### src/sv/b64lw_pkg.sv
`timescale 1ns / 1ps
// ----------------------------------------------------------------------------
// b64lw_pkg
// types, character codes and the alphabet lookup for the line-wrapped encoder
// ----------------------------------------------------------------------------
package b64lw_pkg;

    localparam int CHAR_W      = 7;
    localparam int GROUP_CHARS = 6;
    localparam int COUNT_W     = $clog2(GROUP_CHARS + 1);
    localparam int IDX_W       = $clog2(GROUP_CHARS);

    typedef logic [CHAR_W-1:0] char_t;

    localparam char_t CH_CR    = 7'd13;
    localparam char_t CH_LF    = 7'd10;
    localparam char_t CH_PAD   = 7'd61;
    localparam char_t CH_PLUS  = 7'd43;
    localparam char_t CH_SLASH = 7'd47;
    localparam char_t CH_UPPER = 7'd65;
    localparam char_t CH_LOWER = 7'd97;
    localparam char_t CH_DIGIT = 7'd48;

    // characters of one encoded group, first character at index 0
    typedef struct packed {
        logic [GROUP_CHARS-1:0][CHAR_W-1:0] chars;
        logic [COUNT_W-1:0]                 count;
        logic                               fin;
    } group_t;

    // standard alphabet lookup of one 6-bit value
    function automatic char_t b64_sym(input logic [5:0] v);
        char_t c;
        if (v < 6'd26)
        begin
            c = CH_UPPER + char_t'(v);
        end
        else if (v < 6'd52)
        begin
            c = CH_LOWER + char_t'(v - 6'd26);
        end
        else if (v < 6'd62)
        begin
            c = CH_DIGIT + char_t'(v - 6'd52);
        end
        else if (v == 6'd62)
        begin
            c = CH_PLUS;
        end
        else
        begin
            c = CH_SLASH;
        end
        return c;
    endfunction

endpackage

### src/sv/base64_encoder_line_wrap.sv
`timescale 1ns / 1ps
// ----------------------------------------------------------------------------
// base64_encoder_line_wrap
// byte stream to base64 text with a cr lf pair after every full line
// ----------------------------------------------------------------------------
// usage
//   input channel s_*: one message byte per item, s_tlast on the last byte of
//   a message (messages hold at least one byte)
//   output channel m_*: one ascii character per item, m_tlast on the final
//   character of the encoded message
//   every third byte yields four alphabet characters, plus cr lf when the line
//   reaches LINE_CHARS; a short last group yields the padded tail, never cr lf
// timing
//   a byte that completes a group or ends the message is encoded in the cycle
//   it is accepted and registered into a group buffer, read out in turn
//   the output port moves one character per cycle while m_tready is high, so
//   with an always-ready receiver the output sets the pace of a full line (four
//   to six characters for each three bytes); every byte waits while both buffers are full
//   two group buffers hold encoded characters, so the input takes items while
//   the previous group is still draining and stalls only when both are full
// reset
//   rst_n clears the group phase, line count and both buffers; no item is
//   lost or repeated when the receiver holds m_tready low, data just waits
// ----------------------------------------------------------------------------
module base64_encoder_line_wrap
    import b64lw_pkg::*;
#(
    parameter int LINE_CHARS = 76
)
(
    input  logic       clk,
    input  logic       rst_n,
    input  logic       s_tvalid,
    output logic       s_tready,
    input  logic [7:0] s_tdata,   // [7:0] data_byte
    input  logic       s_tlast,   // is_final
    output logic       m_tvalid,
    input  logic       m_tready,
    output logic [7:0] m_tdata,   // [6:0] out_char, [7] zero
    output logic       m_tlast    // end_of_text
);

    localparam logic [CHAR_W-1:0] LINE_LIMIT = 7'(LINE_CHARS);

    // encoder state
    logic [7:0]        held_reg [2];
    logic [7:0]        held_next [2];
    logic [1:0]        phase_reg, phase_next;
    logic [CHAR_W-1:0] line_reg, line_next;

    // two group buffers used in order
    group_t            buf_reg [2];
    group_t            group_new;
    logic [1:0]        buf_valid_reg, buf_valid_next;
    logic              wr_sel_reg, wr_sel_next;
    logic              rd_sel_reg, rd_sel_next;
    logic [IDX_W-1:0]  rd_idx_reg, rd_idx_next;

    logic              in_take, out_take, produce, rd_last;
    logic [1:0]        phase_eff;
    logic [CHAR_W-1:0] line_sum;
    group_t            cur;

    assign cur      = buf_reg[rd_sel_reg];
    assign s_tready = ~(buf_valid_reg[0] & buf_valid_reg[1]);
    assign m_tvalid = buf_valid_reg[rd_sel_reg];
    assign m_tdata  = {1'b0, cur.chars[rd_idx_reg]};
    assign rd_last  = (COUNT_W'(rd_idx_reg) == (cur.count - COUNT_W'(1)));
    assign m_tlast  = cur.fin & rd_last;

    assign in_take  = s_tvalid & s_tready;
    assign out_take = m_tvalid & m_tready;

    // encode one byte against the open group
    always_comb
    begin
        phase_eff    = (phase_reg == 2'd3) ? 2'd0 : phase_reg;
        produce      = (phase_eff == 2'd2) | s_tlast;
        line_sum     = line_reg + 7'd4;
        held_next    = held_reg;
        phase_next   = phase_reg;
        line_next    = line_reg;
        group_new    = '0;
        group_new.fin = s_tlast;

        if (phase_eff == 2'd2)
        begin
            // group complete: four characters, line wrap when full
            group_new.chars[0] = b64_sym(held_reg[0][7:2]);
            group_new.chars[1] = b64_sym({held_reg[0][1:0], held_reg[1][7:4]});
            group_new.chars[2] = b64_sym({held_reg[1][3:0], s_tdata[7:6]});
            group_new.chars[3] = b64_sym(s_tdata[5:0]);
            if (line_sum >= LINE_LIMIT)
            begin
                group_new.chars[4] = CH_CR;
                group_new.chars[5] = CH_LF;
                group_new.count    = COUNT_W'(6);
                line_next          = '0;
            end
            else
            begin
                group_new.count = COUNT_W'(4);
                line_next       = line_sum;
            end
            phase_next = 2'd0;
        end
        else if (s_tlast)
        begin
            group_new.count = COUNT_W'(4);
            if (phase_eff == 2'd0)
            begin
                // one leftover byte
                group_new.chars[0] = b64_sym(s_tdata[7:2]);
                group_new.chars[1] = b64_sym({s_tdata[1:0], 4'd0});
                group_new.chars[2] = CH_PAD;
                group_new.chars[3] = CH_PAD;
            end
            else
            begin
                // two leftover bytes
                group_new.chars[0] = b64_sym(held_reg[0][7:2]);
                group_new.chars[1] = b64_sym({held_reg[0][1:0], s_tdata[7:4]});
                group_new.chars[2] = b64_sym({s_tdata[3:0], 2'd0});
                group_new.chars[3] = CH_PAD;
            end
        end
        else
        begin
            held_next[phase_eff[0]] = s_tdata;
            phase_next              = phase_eff + 2'd1;
        end

        // end of message starts a fresh line and group
        if (s_tlast)
        begin
            phase_next = 2'd0;
            line_next  = '0;
        end
    end

    // buffer bookkeeping
    always_comb
    begin
        buf_valid_next = buf_valid_reg;
        wr_sel_next    = wr_sel_reg;
        rd_sel_next    = rd_sel_reg;
        rd_idx_next    = rd_idx_reg;
        if (out_take)
        begin
            if (rd_last)
            begin
                buf_valid_next[rd_sel_reg] = 1'b0;
                rd_sel_next                = ~rd_sel_reg;
                rd_idx_next                = '0;
            end
            else
            begin
                rd_idx_next = rd_idx_reg + IDX_W'(1);
            end
        end
        if (in_take && produce)
        begin
            buf_valid_next[wr_sel_reg] = 1'b1;
            wr_sel_next                = ~wr_sel_reg;
        end
    end

    always_ff @(posedge clk or negedge rst_n)
    begin
        if (!rst_n)
        begin
            held_reg[0]   <= '0;
            held_reg[1]   <= '0;
            phase_reg     <= '0;
            line_reg      <= '0;
            buf_valid_reg <= '0;
            wr_sel_reg    <= 1'b0;
            rd_sel_reg    <= 1'b0;
            rd_idx_reg    <= '0;
        end
        else
        begin
            if (in_take)
            begin
                held_reg  <= held_next;
                phase_reg <= phase_next;
                line_reg  <= line_next;
            end
            buf_valid_reg <= buf_valid_next;
            wr_sel_reg    <= wr_sel_next;
            rd_sel_reg    <= rd_sel_next;
            rd_idx_reg    <= rd_idx_next;
        end
    end

    // group buffer payload, no reset needed
    always_ff @(posedge clk)
    begin
        if (in_take && produce)
        begin
            buf_reg[wr_sel_reg] <= group_new;
        end
    end

`ifndef SYNTHESIS
    // a new group never lands on a buffer still draining
    assert property (@(posedge clk) disable iff (!rst_n)
        (in_take && produce) |-> !buf_valid_reg[wr_sel_reg])
        else $error("group written over a pending buffer");

    // pending groups hold four or six characters
    assert property (@(posedge clk) disable iff (!rst_n)
        m_tvalid |-> (cur.count == COUNT_W'(4) || cur.count == COUNT_W'(6)))
        else $error("bad group character count");

    // read index stays inside the group
    assert property (@(posedge clk) disable iff (!rst_n)
        m_tvalid |-> (COUNT_W'(rd_idx_reg) < cur.count))
        else $error("read index past group end");

    // the character after a completed group comes from the other buffer
    assert property (@(posedge clk) disable iff (!rst_n)
        (out_take && rd_last) |=> (rd_idx_reg == '0 && rd_sel_reg != $past(rd_sel_reg)))
        else $error("buffer switch missed");
`endif

endmodule
### config.mk
export PLATFORM = sky130hd
export DESIGN_NAME = base64_encoder_line_wrap
export DESIGN_NICKNAME = d
export VERILOG_FILES = /design/src/sv/b64lw_pkg.sv /design/src/sv/base64_encoder_line_wrap.sv
export SDC_FILE = /design/constraint.sdc
export NUM_CORES = 1
export LEC_CHECK = 0
export BUFFER_PORTS_ARGS = -buffer_cell sky130_fd_sc_hd__buf_4
export CORE_MARGIN = 5
export CORE_UTILIZATION = 57
export DETAILED_ROUTE_END_ITERATION = 16
export GPL_TIMING_DRIVEN = 1
export PLACE_DENSITY_LB_ADDON = 0.3
export SLEW_MARGIN = 10
export SYNTH_ARGS = -nofsm -noshare
export SYNTH_HDL_FRONTEND = slang
export SYNTH_SLANG_ARGS = --single-unit
### constraint.sdc
create_clock -name clk -period 2.73 [get_ports clk]
set_input_delay 0.273 -clock clk [delete_from_list [all_inputs] [get_ports clk]]
set_output_delay 0.273 -clock clk [all_outputs]
set_load 0.02 [all_outputs]
==> results.toml <==
[status]
status = "completed"

[global_route]
antenna_found_initial = 0
grt_pass1_wl_mm = 27.86
grt_use_total_pct = 27.18
grt_overflow = 0
first_global_vias = 5066
grt_max_degree = 32

[yosys]
synth_most_common_cell = "edfxtp_1"
synth_edf_count = 62
synth_area_um2 = 6437
synth_area_leaders = "edfxtp_1, dfrtp_1, ha_1, mux4_2, nand2_1"
ys_ff_latch = 92
syn_area_per_cell_um2 = 9.950
async_flop_share_pct = 32.61
synth_top_cell_area_share_pct = 28.92
syn_inst = 647
synthFlopType = "edfxtp_1"
yosysSeqAreaShare_pct = 40.58
synthTopCellsByCount = "edfxtp_1, nand2_1, a21oi_1, ha_1, o21ai_0"
syn_nets = 695
yosysTopAreaCell = "edfxtp_1"
synth_warnings = 0
ys_types = 82

[power_and_ir_drop]
powerDensity_nw_per_um2 = 1079
vdd_drop_max_mv = 0.8452
finalPower_mw = 7.619
p_leak_nw = 2.726

[critical_path]
cp.required_ns = 2.46
critPathCaptureType = "output pin"
regToRegSetupSlack_ns = 0.36
crit_type = "flip-flop to output pin"
path_max_fanout = 4
critical_path_arrival_ns = 2.33
start_kind = "flip-flop"

[floorplan]
die_area_um2 = 13520
start_util_pct = 58.87
die_w_um = 116.3
core.rowCount = 38
fp.coreArea_um2 = 10940
num_io_pins = 24
die_y_um = 116.3

[cells_and_area]
largest_reg_flops = 62
antennaDiodeCount = 0
area_growth_pct = 9.660
final_nets = 708
drive_gt1_share_pct = 15.19

[sta]
rsz0062_at_grt = "false"
max-slew-margin-rel_pct = 56.04
fin_crit_sh_pct = 95.23
hold_viol_final = 0
max_freq_ghz = 0.3847
skew_ns = 0.008248
worst_pin_slew_ns = 0.6594
min_period_ns = 2.600
setup-violations-final = 0
fin_setup_tns_ns = 0
drv_slew = 0

[cts]
clockBufferDepth = 2
tritoncts.num_buffers = 9
clk_latency_ns = 0.35
ctsHtreeMaxLevel = 3
clkSinkCount = 92
cts_tree = "built"
clockRootBuffer = "clkbuf_16"
path_clk_slew_ns = 0.07

[drt]
antenna_left = 0
drc = 0
wl_mm = 17.59
drt_iter0_markers = 647
via_per_inst = 6.634
num_vias = 5340
wl_per_cell_um = 21.85
first_pass_iters = 5

[hold_path]
hold_class = "primary input to flip-flop"

[placement]
dp_hpwl_mm = 12.83
gp_congestion = 0.9681
port_buffers = 22

[run]
cap_violations = 0
==> what timing repair did <==
item	4_1_cts	5_1_grt
resized for setup	1	1
hold buffers	1	0
pin swaps	0	1
buffers inserted	0	2
endpoints found under the hold margin	30	0
endpoints found under the setup margin	1	1
==> cells in the final DEF, fill, tap and decap left out, types with 20 or more instances in the layout <==
master    synthesis  final
inv_1            34     34
o21ai_0          35     35
nand3_1          20     20
a21oi_1          41     41
nand2_1          59     59
edfxtp_1         62     62
ha_1             35     34
dfrtp_1          30     29
buf_4             5     43
nor2_1           32     30
==> metrics by stage <==
stage | util (%) | area (um2) | hold WS [ns] | std cells | worst slack, ns
after floorplan | - | 6437 | -0.02259 | 647 | -0.1028
after global placement | 61.36 | 6710 | 0.2457 | 786 | 0.3499
after detailed placement | 61.36 | 6710 | 0.2558 | 786 | 0.2925
after CTS | 64.30 | 7032 | 0.2199 | 803 | 0.04506
after global routing | 64.55 | 7059 | 0.2317 | 805 | 0.04507
final | 64.55 | 7059 | 0.2348 | 805 | 0.1303
==> worst max-delay path: stages (launching register included) <==
cell and delay, ns:
dfrtp_1 0.37, mux2_2 0.39, ha_4 0.30, nor4bb_1 0.05, mux2_2 0.30, a211oi_4 0.31, nor2_1 0.09, buf_4 0.16
==> power by group <==
group	leakage (nW)	internal, mW	total (mW)	switching (mW)
combinational	1.63	1.55	3.84	2.29
sequential	0.940	2.02	2.49	0.467
clock	0.153	0.744	1.29	0.544
total	2.73	4.32	7.62	3.30
==> final timing paths <==
kind,depth (start not counted),from,to
setup / recovery,7,rd_sel_reg,m_tlast
hold / removal,1,s_tlast,buf_reg[1][0]
hold reg to reg,1,wr_sel_reg,wr_sel_reg
min in group asynchronous,2,rst_n,held_reg[12]
max in group asynchronous,2,rst_n,rd_idx_reg[1]
setup reg to reg,7,held_reg[12],buf_reg[1][9]
==> cell families after synthesis <==
group	after synthesis	synth area share, %
xor gates and xnor gates	20	2.721
buffers and inverters	78	5.442
AOI/OAI and AO/OA	204	21.98
DFF	92	40.58
adders and majority gates	35	6.803
other	1	0.05825
muxes	30	7.619
and+or+nand+nor	187	14.79
==> routing by layer <==
metal	global-route usage, %	vias up	share of wire (%)
met3	5.181	29	9.1
met4	7.193	0	2.0
li1	-	2476	-
met2	44.20	261	48
met5	0	-	0
met1	37.61	2574	41
==> layout make-up <==
cell class	instances	area, um2
inverter	36	135.1
timing repair buffer	44	332.8
sequential	92	2614
fill	862	3876
clock buffer	10	239.0
clock inverter	6	71.32
tap	140	175.2
multi-input combinational	477	3492
Power figures use the tool's default switching activity.
